--- src/design/dlrs_pkg.sv ---
package dlrs_pkg;

   // Longest marker the matcher supports, in bytes.
   localparam int MAX_MARKER_BYTES = 8;
   // Byte slots in one item: a full window plus the new byte.
   localparam int PKT_BYTES = MAX_MARKER_BYTES + 1;
   localparam int QUEUE_DEPTH = 4;
   localparam int QUEUE_PTR_W = $clog2(QUEUE_DEPTH);

   localparam logic [63:0] START_MARKER_RESET = 64'h0029_2874_276E_6F64;
   localparam logic [3:0]  START_LEN_RESET    = 4'd7;
   localparam logic [63:0] END_MARKER_RESET   = 64'h0000_0000_2928_6F64;
   localparam logic [3:0]  END_LEN_RESET      = 4'd4;

   typedef enum logic [1:0] {
      CSR_START_MARKER     = 2'd0,
      CSR_START_MARKER_LEN = 2'd1,
      CSR_END_MARKER       = 2'd2,
      CSR_END_MARKER_LEN   = 2'd3
   } csr_index_type;

   typedef struct packed {
      logic [7:0] text_byte;
      logic       line_last;
   } req_type;

   typedef struct packed {
      logic [7:0] kept_byte;
      logic       byte_valid;
      logic       line_done;
   } rsp_type;

   // Marker settings with lengths already clamped to 1..MAX_MARKER_BYTES.
   typedef struct packed {
      logic [63:0] start_marker;
      logic [3:0]  start_len;
      logic [63:0] end_marker;
      logic [3:0]  end_len;
   } cfg_type;

   // Bytes released by one accepted item, oldest in entry 0.
   typedef struct packed {
      logic [PKT_BYTES-1:0][7:0] bytes;
      logic [3:0]                count;
      logic                      line_last;
   } pkt_type;

   function automatic logic [3:0] clamp_len(logic [3:0] len);
      logic [3:0] res;
      res = len;
      if (len == 4'd0) begin
         res = 4'd1;
      end else if (len > 4'(MAX_MARKER_BYTES)) begin
         res = 4'(MAX_MARKER_BYTES);
      end
      return res;
   endfunction

endpackage

--- src/design/delimited_region_stripper_core.sv ---
// Removes delimited regions from lines of text that arrive one byte per beat,
// with line_last set on the final byte of each line. A region runs from the
// leftmost start marker through the first end marker after it, both markers
// included; a start marker without an end marker removes the rest of the
// line, and every line starts over in the searching state. Markers are 1 to
// 8 bytes, first byte in bits 7:0, written through the csr_ port; the user
// must write them only while idle, which the block does not enforce (lengths
// of 0 act as 1, lengths above 8 act as 8). A new byte can be accepted on
// every clock unless the queue is full. Each byte yields zero or more result
// beats: normally one, but a line end may flush up to seven held bytes plus
// the new one and a shortened marker may release several at once; the result
// side drains one beat per cycle unless stalled. A four-entry queue between
// the byte matcher and the result sequencer absorbs those bursts; the request
// side stalls only when it is full. A result passes through a queue entry and
// the result register. A line whose final byte releases nothing still ends
// with one beat that has byte_valid low and line_done high.
module delimited_region_stripper_core (
   input  logic              clock,
   input  logic              reset,

   input  logic              req_valid,
   output logic              req_stall,
   input  dlrs_pkg::req_type req_data,

   output logic              rsp_valid,
   input  logic              rsp_stall,
   output dlrs_pkg::rsp_type rsp_data,

   input  logic              csr_we,
   input  logic [1:0]        csr_index,
   input  logic [63:0]       csr_wdata
);

   // Marker registers, as written by software.
   logic [63:0] start_marker_ff;
   logic [3:0]  start_len_ff;
   logic [63:0] end_marker_ff;
   logic [3:0]  end_len_ff;

   dlrs_pkg::cfg_type cfg;
   dlrs_pkg::pkt_type push_pkt, head_pkt;
   logic              take, push_valid, queue_full, head_valid, pop;

   always_ff @(posedge clock) begin
      if (reset) begin
         start_marker_ff <= dlrs_pkg::START_MARKER_RESET;
         start_len_ff    <= dlrs_pkg::START_LEN_RESET;
         end_marker_ff   <= dlrs_pkg::END_MARKER_RESET;
         end_len_ff      <= dlrs_pkg::END_LEN_RESET;
      end else if (csr_we) begin
         case (dlrs_pkg::csr_index_type'(csr_index))
            dlrs_pkg::CSR_START_MARKER: begin
               start_marker_ff <= csr_wdata;
            end
            dlrs_pkg::CSR_START_MARKER_LEN: begin
               start_len_ff <= csr_wdata[3:0];
            end
            dlrs_pkg::CSR_END_MARKER: begin
               end_marker_ff <= csr_wdata;
            end
            dlrs_pkg::CSR_END_MARKER_LEN: begin
               end_len_ff <= csr_wdata[3:0];
            end
            default: begin
            end
         endcase
      end
   end

   // The matcher sees clamped lengths so it never has to handle zero.
   always_comb begin
      cfg.start_marker = start_marker_ff;
      cfg.start_len    = dlrs_pkg::clamp_len(start_len_ff);
      cfg.end_marker   = end_marker_ff;
      cfg.end_len      = dlrs_pkg::clamp_len(end_len_ff);
   end

   // A byte is taken whenever the queue has room for what it may release.
   assign req_stall = queue_full;
   assign take      = req_valid && !queue_full;

   dlrs_front u_front (
      .clock      (clock),
      .reset      (reset),
      .cfg        (cfg),
      .take       (take),
      .req_data   (req_data),
      .push_valid (push_valid),
      .push_pkt   (push_pkt)
   );

   dlrs_queue u_queue (
      .clock      (clock),
      .reset      (reset),
      .push       (push_valid),
      .push_pkt   (push_pkt),
      .pop        (pop),
      .full       (queue_full),
      .head_valid (head_valid),
      .head_pkt   (head_pkt)
   );

   dlrs_back u_back (
      .clock      (clock),
      .reset      (reset),
      .head_valid (head_valid),
      .head_pkt   (head_pkt),
      .pop        (pop),
      .rsp_valid  (rsp_valid),
      .rsp_stall  (rsp_stall),
      .rsp_data   (rsp_data)
   );

   // A bare result beat only ever closes a line.
   a_bare_is_line_end: assert property (@(posedge clock) disable iff (reset)
      (rsp_valid && !rsp_data.byte_valid) |-> rsp_data.line_done)
      else $error("bare result beat without line_done");

   // The byte on a bare beat is zero.
   a_bare_byte_zero: assert property (@(posedge clock) disable iff (reset)
      (rsp_valid && !rsp_data.byte_valid) |-> (rsp_data.kept_byte == 8'd0))
      else $error("kept_byte nonzero on a bare beat");

   // Every accepted line end enters the queue in the same cycle.
   a_line_end_queued: assert property (@(posedge clock) disable iff (reset)
      (take && req_data.line_last) |-> (push_valid && push_pkt.line_last))
      else $error("line end accepted but not queued");

   // Nothing is pushed when no byte was taken.
   a_push_needs_take: assert property (@(posedge clock) disable iff (reset)
      push_valid |-> take)
      else $error("queue push without an accepted byte");

endmodule

--- src/design/dlrs_front.sv ---
module dlrs_front (
   input  logic              clock,
   input  logic              reset,
   input  dlrs_pkg::cfg_type cfg,
   input  logic              take,
   input  dlrs_pkg::req_type req_data,
   output logic              push_valid,
   output dlrs_pkg::pkt_type push_pkt
);

   logic                  removing_ff, removing_in;
   logic [2:0]            fill_ff, fill_in;
   logic [7:0]            window_ff [dlrs_pkg::MAX_MARKER_BYTES];

   logic [dlrs_pkg::PKT_BYTES-1:0][7:0] ext, sh_p, sh_q;
   logic [3:0]  len, fill_plus, p, q, n;
   logic [63:0] marker;
   logic        cmp_now, mismatch, matched, pop1;

   always_comb begin
      for (int i = 0; i < dlrs_pkg::PKT_BYTES; i++) begin
         if (i == int'(fill_ff)) begin
            ext[i] = req_data.text_byte;
         end else if (i < dlrs_pkg::MAX_MARKER_BYTES) begin
            ext[i] = window_ff[i];
         end else begin
            ext[i] = 8'd0;
         end
      end

      len       = removing_ff ? cfg.end_len : cfg.start_len;
      marker    = removing_ff ? cfg.end_marker : cfg.start_marker;
      fill_plus = {1'b0, fill_ff} + 4'd1;

      // Bytes that no longer fit the current marker length leave first.
      p    = (fill_plus > len) ? fill_plus - len : 4'd0;
      sh_p = ext >> {p, 3'b000};

      cmp_now  = ((fill_plus - p) == len);
      mismatch = 1'b0;
      for (int i = 0; i < dlrs_pkg::MAX_MARKER_BYTES; i++) begin
         if ((i < int'(len)) && (sh_p[i] != marker[8*i +: 8])) begin
            mismatch = 1'b1;
         end
      end
      matched = cmp_now && !mismatch;
      pop1    = cmp_now && mismatch;
      q       = p + {3'b000, pop1};
      sh_q    = ext >> {q, 3'b000};

      // Released bytes always form a prefix of the extended window.
      if (removing_ff) begin
         n = 4'd0;
      end else if (req_data.line_last && !matched) begin
         n = fill_plus;
      end else begin
         n = q;
      end

      push_valid         = take && ((n != 4'd0) || req_data.line_last);
      push_pkt.bytes     = ext;
      push_pkt.count     = n;
      push_pkt.line_last = req_data.line_last;

      if (matched || req_data.line_last) begin
         fill_in = 3'd0;
      end else begin
         fill_in = 3'(fill_plus - q);
      end
      removing_in = req_data.line_last ? 1'b0 : (removing_ff ^ matched);
   end

   always_ff @(posedge clock) begin
      if (reset) begin
         removing_ff <= 1'b0;
         fill_ff     <= 3'd0;
      end else if (take) begin
         removing_ff <= removing_in;
         fill_ff     <= fill_in;
      end
   end

   always_ff @(posedge clock) begin
      if (take) begin
         for (int i = 0; i < dlrs_pkg::MAX_MARKER_BYTES; i++) begin
            window_ff[i] <= sh_q[i];
         end
      end
   end

endmodule

--- src/design/dlrs_queue.sv ---
module dlrs_queue (
   input  logic              clock,
   input  logic              reset,
   input  logic              push,
   input  dlrs_pkg::pkt_type push_pkt,
   input  logic              pop,
   output logic              full,
   output logic              head_valid,
   output dlrs_pkg::pkt_type head_pkt
);

   dlrs_pkg::pkt_type                entry_ff [dlrs_pkg::QUEUE_DEPTH];
   logic [dlrs_pkg::QUEUE_PTR_W-1:0] wr_ptr_ff, wr_ptr_in;
   logic [dlrs_pkg::QUEUE_PTR_W-1:0] rd_ptr_ff, rd_ptr_in;
   logic [dlrs_pkg::QUEUE_PTR_W:0]   count_ff, count_in;

   assign full       = (count_ff ==
                        (dlrs_pkg::QUEUE_PTR_W+1)'(dlrs_pkg::QUEUE_DEPTH));
   assign head_valid = (count_ff != '0);
   assign head_pkt   = entry_ff[rd_ptr_ff];

   always_comb begin
      wr_ptr_in = push ? wr_ptr_ff + 1'b1 : wr_ptr_ff;
      rd_ptr_in = pop ? rd_ptr_ff + 1'b1 : rd_ptr_ff;
      count_in  = count_ff + (dlrs_pkg::QUEUE_PTR_W+1)'(push)
                           - (dlrs_pkg::QUEUE_PTR_W+1)'(pop);
   end

   always_ff @(posedge clock) begin
      if (reset) begin
         wr_ptr_ff <= '0;
         rd_ptr_ff <= '0;
         count_ff  <= '0;
      end else begin
         wr_ptr_ff <= wr_ptr_in;
         rd_ptr_ff <= rd_ptr_in;
         count_ff  <= count_in;
      end
   end

   always_ff @(posedge clock) begin
      if (push) begin
         entry_ff[wr_ptr_ff] <= push_pkt;
      end
   end

endmodule

--- src/design/dlrs_back.sv ---
module dlrs_back (
   input  logic              clock,
   input  logic              reset,
   input  logic              head_valid,
   input  dlrs_pkg::pkt_type head_pkt,
   output logic              pop,
   output logic              rsp_valid,
   input  logic              rsp_stall,
   output dlrs_pkg::rsp_type rsp_data
);

   logic              rsp_valid_ff, rsp_valid_in;
   dlrs_pkg::rsp_type rsp_data_ff, rsp_data_in;
   logic [3:0]        idx_ff, idx_in;
   logic [3:0]        last_idx;
   logic              advance, load, pkt_end;

   always_comb begin
      advance  = !rsp_valid_ff || !rsp_stall;
      load     = advance && head_valid;
      // A packet with no bytes still yields one bare end-of-line beat.
      last_idx = (head_pkt.count == 4'd0) ? 4'd0 : head_pkt.count - 4'd1;
      pkt_end  = (idx_ff == last_idx);
      pop      = load && pkt_end;

      rsp_data_in.byte_valid = (head_pkt.count != 4'd0);
      rsp_data_in.kept_byte  = rsp_data_in.byte_valid ? head_pkt.bytes[idx_ff] : 8'd0;
      rsp_data_in.line_done  = head_pkt.line_last && pkt_end;

      if (pop) begin
         idx_in = 4'd0;
      end else if (load) begin
         idx_in = idx_ff + 4'd1;
      end else begin
         idx_in = idx_ff;
      end

      if (load) begin
         rsp_valid_in = 1'b1;
      end else if (advance) begin
         rsp_valid_in = 1'b0;
      end else begin
         rsp_valid_in = rsp_valid_ff;
      end
   end

   always_ff @(posedge clock) begin
      if (reset) begin
         rsp_valid_ff <= 1'b0;
         idx_ff       <= 4'd0;
      end else begin
         rsp_valid_ff <= rsp_valid_in;
         idx_ff       <= idx_in;
      end
   end

   always_ff @(posedge clock) begin
      if (load) begin
         rsp_data_ff <= rsp_data_in;
      end
   end

   assign rsp_valid = rsp_valid_ff;
   assign rsp_data  = rsp_data_ff;

endmodule
--- config.mk ---
export PLATFORM = sky130hd
export DESIGN_NAME = delimited_region_stripper_core
export DESIGN_NICKNAME = d
export VERILOG_FILES = /design/src/design/dlrs_pkg.sv /design/src/design/delimited_region_stripper_core.sv /design/src/design/dlrs_front.sv /design/src/design/dlrs_queue.sv /design/src/design/dlrs_back.sv
export SDC_FILE = /design/constraint.sdc
export NUM_CORES = 1
export LEC_CHECK = 0
export BUFFER_PORTS_ARGS = -buffer_cell sky130_fd_sc_hd__buf_4
export CORE_AREA = 2 2 231 233
export CTS_CLUSTER_DIAMETER = 200
export DETAILED_ROUTE_END_ITERATION = 12
export DIE_AREA = 0 0 233 235
export GPL_TIMING_DRIVEN = 0
export PLACE_DENSITY = 0.69
export SYNTH_ARGS = -nofsm -noshare
export SYNTH_HDL_FRONTEND = slang
export SYNTH_HIERARCHICAL = 1
export SYNTH_SLANG_ARGS = --single-unit
export TNS_END_PERCENT = 20
--- constraint.sdc ---
create_clock -name clock -period 14.3 [get_ports clock]
set_input_delay 1.43 -clock clock [delete_from_list [all_inputs] [get_ports clock]]
set_output_delay 1.43 -clock clock [all_outputs]
set_load 0.1 [all_outputs]
==> out/qor.csv, run 1 <==
stage,metric,value,unit
global_routing,largest net degree at the start of global routing,55,
detailed_routing,Routed Antenna Nets,0,
timing,Slew Limit Fails,0,
synthesis,"Seq/Total Area, Yosys",51.1,%
floorplanning,Starting Density,54.5,%
layout,share of cells above drive strength 1,18.0,%
cts,clk buf depth,3,
cts,post-CTS sizing,0,
setup_path,CP max-delay cell,o41ai_1,
synthesis,largest cells by area after synthesis,"edfxtp_1 (40%), mux2i_1 (11%), dfxtp_1 (11%)",
global_routing,met3 Usage GRT,5.50,%
min_path,HP Class,reg2reg,
cts,CTS Sinks,536,
synthesis,"Distinct cells, synth",100,
layout,ANT cells,0,
global_routing,vias in the first global route,20500,
timing,Hold Fails Final Rpt,0,
timing,min Tclk post-route,13.02,ns
power,Max IR drop VDD,0.108,mV
detailed_routing,via/cell ratio,6.43,
detailed_routing,initial DRC count,1981,
min_path,hold path start,end_marker_ff[55]$_SDFFE_PP0P_,
floorplanning,Die H,235,um
setup_path,R2R depth,28,
timing,final hold slack,0.474,ns
setup_path,Most Frequent Cell on Critical Path,clkbuf_1,
synthesis,asr flop ratio synth,0,%
min_path,Min-Delay Endpoint,end_marker_ff[55]$_SDFFE_PP0P_,
synthesis,cells after synthesis,2297,
detailed_routing,routed len/inst,29.8,um
floorplanning,Die Area,54800,um2
synthesis,Seq cells post-synth,536,
global_routing,met2 usage,58.0,%
cts,CTS tree,done,
placed_design,hpwl dp,70200,um
global_routing,total track usage,34.8,%
setup_path,R2R Setup Slk,1.28,ns
cts,Worst-Skew Late Latency,0.63,ns
timing,clock skew,0.0243,ns
cts,hold_buf cts,0,
timing,measured slew at the worst slew-check pin,1.41,ns
min_path,hold path cells,2,
timing,Fin Setup TNS,0,ns
setup_path,CP Data Required Time,14.60,ns
floorplanning,core area,52200,um2
layout,Fillers,4092,
power,Power per Cell Area,149,nW/um2
timing,Max-slew headroom,3.49,%
setup_path,max incr delay on CP,1.07,ns
global_routing,gr busiest metal,met2,
cts,CTS root buffer,clkbuf_16,
setup_path,Setup crit start kind,flip-flop,
detailed_routing,Detailed Routing Iterations Pass 1,6,
placed_design,port bufs,89,
cts,total CTS buffers,55,
layout,synth-to-layout area growth,12.7,%
run,Max Cap Viol,0,
setup_path,crit end category,flip-flop,
layout,Final nets,2562,
synthesis,post-synth top area share,40.3,%
timing,Tcrit/Tclk final,91.0,%
detailed_routing,vias post-DR,20500,
synthesis,Mapped Area,28500,um2
floorplanning,Die X,233,um
setup_path,worst r2r dst,u_queue/entry_ff[0][43]$_DFFE_PP_,
floorplanning,Top-Level Pins,92,
detailed_routing,DRC viols,0,
setup_path,CP max FO,45,
cts,Post-CTS Setup Bufs,0,
cts,H-tree depth,2,
timing,Final setup viols,0,
global_routing,global routing met1 resource utilization,43.8,%
synthesis,post-synth top area cell,edfxtp_1,
placed_design,Area after DPL,30200,um2
global_routing,first-pass GRT wire length,138000,um
timing,f_max,76.8,MHz
layout,"Design Area, Final",32100,um2
power,Pleak,0.0115,uW
cts,Clock transition at path regs,0.06,ns
global_routing,antenna violations before repair,1,
setup_path,worst path arrival time,13.31,ns
detailed_routing,total wire length,95100,um
placed_design,gp weighted congestion,0.995,
global_routing,gr ovfl total,0,
synthesis,synthesized area per cell,12.4,um2
outcome,status,completed,
floorplanning,Rows,84,
setup_path,Crit Reg-Reg Startpoint,u_front/removing_ff$_SDFFE_PP0P_,
synthesis,total number of yosys warnings,6,
setup_path,Crit Path Class,reg2reg,
timing,RSZ-0062 raised after global routing,no,
synthesis,"EDFF count, synth",382,
synthesis,Synth Flop Type,edfxtp_1,
-- per-layer routing --
metal	share of wire, %	vias up
met3	7.0	244
li1	-	8955
met1	38	10400
met5	0.0084	-
met2	49	974
met4	6.0	2
-- synth_stat cells, drive strengths merged (6+ instances only) --
| cell | n |
|---|---|
| o211ai | 6 |
| and2 | 7 |
| xnor2 | 24 |
| xor2 | 15 |
| buf | 90 |
| nand2b | 157 |
| or4 | 9 |
| dfxtp | 154 |
| a31oi | 29 |
| a22oi | 10 |
| nor3b | 8 |
| nand2 | 103 |
| a2111oi | 12 |
| a21oi | 61 |
| nand3b | 7 |
| nand3 | 17 |
| inv | 90 |
| and3 | 19 |
| mux2 | 36 |
| nand4 | 10 |
| o32ai | 8 |
| edfxtp | 382 |
| nor4 | 14 |
| a21boi | 9 |
| ha | 21 |
| o22ai | 11 |
| nor2 | 206 |
| o31ai | 21 |
| nor4b | 8 |
| mux2i | 325 |
| a211oi | 38 |
| mux4 | 114 |
| clkbuf | 75 |
| nor3 | 24 |
| nor2b | 24 |
| o21ai | 52 |
| a221oi | 6 |
| o221ai | 7 |
-- flip-flops by register name (all words and copies together), names as in the netlist, 2 cells and up, named ones only --
register	count
u_queue/entry_ff	308
end_marker_ff	64
start_marker_ff	64
u_front/window_ff	64
u_back/rsp_data	10
end_len_ff	4
start_len_ff	4
u_back/idx_ff	4
u_front/fill_ff	3
u_queue/count_ff	3
u_queue/rd_ptr_ff	2
u_queue/wr_ptr_ff	2
-- through the flow --
step | instances | utilization (%) | power (uW) | setup WS (ns)
finish | 3191 | 61.4 | 4790 | 1.28
global route | 3191 | 61.4 | 4950 | 1.30
CTS | 3191 | 61.4 | 4790 | 1.71
detailed placement | 3088 | 57.8 | 3310 | 1.75
global placement | 3081 | 57.5 | 3280 | -0.558
floorplan | 2304 | - | 2830 | 4.92
-- cell families (layout without fill, tap and decap cells) --
| logic type | Yosys count | in the layout | share of synthesized area, % |
|---|---|---|---|
| other | 1 | 8 | 0.0132 |
| multiplexers | 475 | 475 | 21.9 |
| AND/OR/NAND/NOR | 638 | 638 | 11.7 |
| AO/OA/AOI/OAI | 327 | 327 | 8.04 |
| flip-flops | 536 | 536 | 51.1 |
| XOR/XNOR | 40 | 40 | 1.28 |
| buffers and inverters | 255 | 454 | 4.64 |
| adder cells (fa/ha/maj) | 25 | 25 | 1.20 |
-- cell type report --
cell class	count	area, um2	area share (%)
Multi-Input combinational cell	1513	12600	39.4
Clock buffer	75	1530	4.78
Tap cell	688	861	2.68
Buffer	165	977	3.05
Timing Repair Buffer	96	837	2.61
Clock inverter	28	338	1.05
Inverter	90	343	1.07
Sequential cell	536	14600	45.4
-- layout by cell type, fill, tap and decap left out, types with 11 or more instances in the layout --
master,netlist,routed
ha_1,21,21
buf_6,10,11
nor2b_1,24,23
o21ai_0,49,49
o22ai_1,11,11
a211oi_1,38,38
a21oi_1,61,61
o31ai_1,18,18
edfxtp_1,382,382
xnor2_1,24,24
nand2b_1,157,157
buf_2,41,41
a31oi_1,29,29
and3_1,19,19
inv_1,87,87
xor2_1,15,15
clkbuf_1,72,85
mux4_2,114,114
buf_4,25,114
mux2i_1,323,322
mux2_2,35,35
nand3_1,17,17
nor3_1,22,22
clkbuf_16,0,56
dfxtp_1,154,154
nor2_1,206,206
nand2_1,99,99
-- power breakdown --
part / switching [uW] / internal (uW)
clock network: 622 / 863
registers: 47.4 / 1900
logic: 923 / 443
-- worst max-delay path, delay by kind of cell, from the launching register on --
family	cells	cell delay, ns
adders and majority gates	3	1.15
muxes	1	0.55
DFF	1	0.39
and+or+nand+nor	6	1.84
AOI/OAI and AO/OA	9	4.37
buffers and inverters	9	4.22
-- how the worst max path moves through the flow --
stage / startpoint / to / slack [ns] / cells past startpoint
6_report: u_front/removing_ff$_SDFFE_PP0P_ / u_queue/entry_ff[0][43]$_DFFE_PP_ / 1.28 / 28
5_1_grt: u_front/removing_ff$_SDFFE_PP0P_ / u_queue/entry_ff[0][43]$_DFFE_PP_ / 1.30 / 28
4_1_cts: u_front/removing_ff$_SDFFE_PP0P_ / u_queue/entry_ff[0][43]$_DFFE_PP_ / 1.71 / 28
3_3_place_gp: u_front/removing_ff$_SDFFE_PP0P_ / u_queue/entry_ff[3][59]$_DFFE_PP_ / -0.56 / 27
2_1_floorplan: u_front/removing_ff$_SDFFE_PP0P_ / u_queue/entry_ff[0][0]$_DFFE_PP_ / 4.92 / 29
3_5_place_dp: u_front/removing_ff$_SDFFE_PP0P_ / u_queue/entry_ff[0][59]$_DFFE_PP_ / 1.75 / 28
Power figures use the tool's default switching activity.
==> run 2: changes to the inputs <==
--- a/config.mk
+++ b/config.mk
@@ -6,12 +6,12 @@
 export NUM_CORES = 1
 export LEC_CHECK = 0
 export BUFFER_PORTS_ARGS = -buffer_cell sky130_fd_sc_hd__buf_4
-export CORE_AREA = 2 2 231 233
+export CORE_AREA = 2 2 243 221
 export CTS_CLUSTER_DIAMETER = 200
 export DETAILED_ROUTE_END_ITERATION = 12
-export DIE_AREA = 0 0 233 235
+export DIE_AREA = 0 0 245 223
 export GPL_TIMING_DRIVEN = 0
-export PLACE_DENSITY = 0.69
+export PLACE_DENSITY = 0.7
 export SYNTH_ARGS = -nofsm -noshare
 export SYNTH_HDL_FRONTEND = slang
 export SYNTH_HIERARCHICAL = 1
==> out/qor.csv, run 2 (synthesized netlist as in run 1, its figures left out) <==
stage,metric,value,unit,change
placed_design,dpl ws,1.61,ns,was 1.75 ns
cts,H-tree depth,2,,unchanged
timing,clock skew,0.0228,ns,was 0.0243 ns
floorplanning,Die H,223,um,was 235 um
setup_path,R2R Setup Slk,0.66,ns,was 1.28 ns
timing,Slew Limit Fails,2,,was 0
layout,"most common cell after layout, fill and taps aside",edfxtp_1,,unchanged
timing,min Tclk post-route,13.64,ns,was 13.02 ns
timing,Final setup viols,0,,unchanged
timing,Hold Fails Final Rpt,0,,unchanged
cts,clk buf depth,3,,unchanged
detailed_routing,routed len/inst,29.1,um,was 29.8 um
layout,synth-to-layout area growth,12.0,%,was 12.7%
global_routing,largest net degree at the start of global routing,57,,was 55
placed_design,port bufs,89,,unchanged
detailed_routing,Detailed Routing Iterations Pass 1,6,,unchanged
layout,max reg flops,308,,unchanged
setup_path,Most Frequent Cell on Critical Path,ha_1,,was clkbuf_1
placed_design,hpwl dp,67900,um,was 70200 um
layout,Top reg by flops,u_queue/entry_ff,,unchanged
floorplanning,Starting Density,54.4,%,was 54.5%
global_routing,first-pass GRT wire length,135000,um,was 138000 um
setup_path,max incr delay on CP,1.33,ns,was 1.07 ns
outcome,failing checks,"max-capacitance violations, max-slew violations",,
cts,hold_buf cts,0,,unchanged
timing,final worst setup slack,0.665,ns,was 1.28 ns
floorplanning,Rows,80,,was 84
setup_path,Crit Path Class,reg2reg,,unchanged
run,Max Cap Viol,1,,was 0
global_routing,gr ovfl total,0,,unchanged
cts,Worst-Skew Late Latency,0.63,ns,about the same
timing,RSZ-0062 raised after global routing,no,,unchanged
global_routing,vias in the first global route,20200,,was 20500
cts,Clock transition at path regs,0.06,ns,about the same
cts,CTS root buffer,clkbuf_16,,unchanged
setup_path,worst path arrival time,14.13,ns,was 13.31 ns
cts,total CTS buffers,52,,was 55
power,Pleak,0.0114,uW,was 0.0115 uW
cts,Post-CTS Setup Bufs,0,,unchanged
setup_path,crit end category,flip-flop,,unchanged
timing,f_max,73.3,MHz,was 76.8 MHz
power,Power per Cell Area,146,nW/um2,was 149 nW/um2
floorplanning,Die Area,54600,um2,was 54800 um2
detailed_routing,DRC viols,0,,unchanged
cts,CTS tree,done,,unchanged
timing,Fin Setup TNS,0,ns,unchanged
detailed_routing,via/cell ratio,6.50,,was 6.43
floorplanning,Top-Level Pins,92,,unchanged
global_routing,antenna violations before repair,1,,unchanged
layout,final non-filler cell total,3195,,was 3191
timing,measured slew at the worst slew-check pin,1.60,ns,was 1.41 ns
layout,share of cells above drive strength 1,17.9,%,was 18.0%
global_routing,total track usage,34.0,%,was 34.8%
floorplanning,Die X,245,um,was 233 um
timing,Tcrit/Tclk final,95.4,%,was 91.0%
power,Max IR drop VDD,0.173,mV,was 0.108 mV
layout,Final nets,2558,,was 2562
detailed_routing,initial DRC count,2780,,was 1981
cts,CTS Sinks,536,,unchanged
detailed_routing,total wire length,92900,um,was 95100 um
setup_path,Setup crit start kind,flip-flop,,unchanged
timing,Max-slew headroom,-9.10,%,was 3.49%
cts,post-CTS sizing,0,,unchanged
placed_design,dpl cells,3096,,was 3088
setup_path,CP Data Required Time,14.80,ns,was 14.60 ns
outcome,status,"finished, violations left",,was completed
detailed_routing,Routed Antenna Nets,0,,unchanged
min_path,HP Class,reg2reg,,unchanged
placed_design,gp weighted congestion,1.01,,was 0.995
setup_path,CP max FO,10,,was 45
setup_path,CP max-delay cell,a2111oi_0,,was o41ai_1
floorplanning,core area,52400,um2,was 52200 um2
layout,most frequent cells in the layout,"edfxtp_1 (382), mux2i_1 (323), nor2_1 (206), nand2b_1 (157), dfxtp_1 (154)",,"was edfxtp_1 (382), mux2i_1 (322), nor2_1 (206), nand2b_1 (157), dfxtp_1 (154)"
detailed_routing,vias post-DR,20800,,was 20500
[run 2: changes by cell type in the layout (fill, tap and decap cells not counted), sizes merged]
cell      previous run  this run
clkinv              18        27
bufinv               6         3
clkbuf             150       140
diode                0         1
inv                 93        91
buf                186       185
clkinvlp             1         2
[run 2: path summary, 6_finish.rpt]
kind	from	to	cells past startpoint
max	u_front/removing_ff$_SDFFE_PP0P_	u_queue/count_ff[2]$_SDFF_PP0_	33
min	start_marker_ff[50]$_SDFFE_PP0P_	start_marker_ff[50]$_SDFFE_PP0P_	2
max reg2reg	u_front/removing_ff$_SDFFE_PP0P_	u_queue/count_ff[2]$_SDFF_PP0_	33
min reg2reg	start_marker_ff[50]$_SDFFE_PP0P_	start_marker_ff[50]$_SDFFE_PP0P_	2
[run 2: layer usage]
| metal | share of wire [%] | wire length, um | global-route usage (%) |
|---|---|---|---|
| met5 | 0.065 | 60 | 0.802 |
| met3 | 11 | 10400 | 8.49 |
| met2 | 42 | 39100 | 48.4 |
| met1 | 44 | 40900 | 51.8 |
| met4 | 2.5 | 2370 | 8.93 |
[run 2: per-stage QoR]
step / area [um2] / total power [uW] / hold WS [ns] / utilization, %
4_1_cts: 31900 / 4640 / 0.476 / 60.9
3_5_place_dp: 30200 / 3280 / 0.465 / 57.7
6_report: 31900 / 4660 / 0.474 / 60.9
5_1_grt: 31900 / 4810 / 0.496 / 60.9
3_3_place_gp: 30000 / 3250 / 0.457 / 57.4
2_1_floorplan: 28500 / 2830 / 0.445 / -
[run 2: area by class of cell]
type	instances	area [um2]
clock inverters	33	288
multi-input cells	1513	12600
diodes	1	2.50
clock buffers	65	1400
plain buffers	165	977
repair buffers	95	818
well taps	697	872
fillers	4121	20500
flip-flops and latches	536	14600
inverters	90	343
[run 2: worst max-delay path, delay by kind of cell, from the launching register on]
family | cells | cell delay [ns]
buf+inv | 9 | 3.23
mux | 3 | 1.31
flops | 1 | 0.35
compound gates | 9 | 4.22
simple gates | 4 | 0.90
xor+xnor | 2 | 1.34
fa+ha+maj | 6 | 2.10
[run 2: report_power, final]
group / switching (uW) / internal, uW
combinational: 911 / 442
clock: 613 / 754
sequential: 46.1 / 1900
total: 1570 / 3090
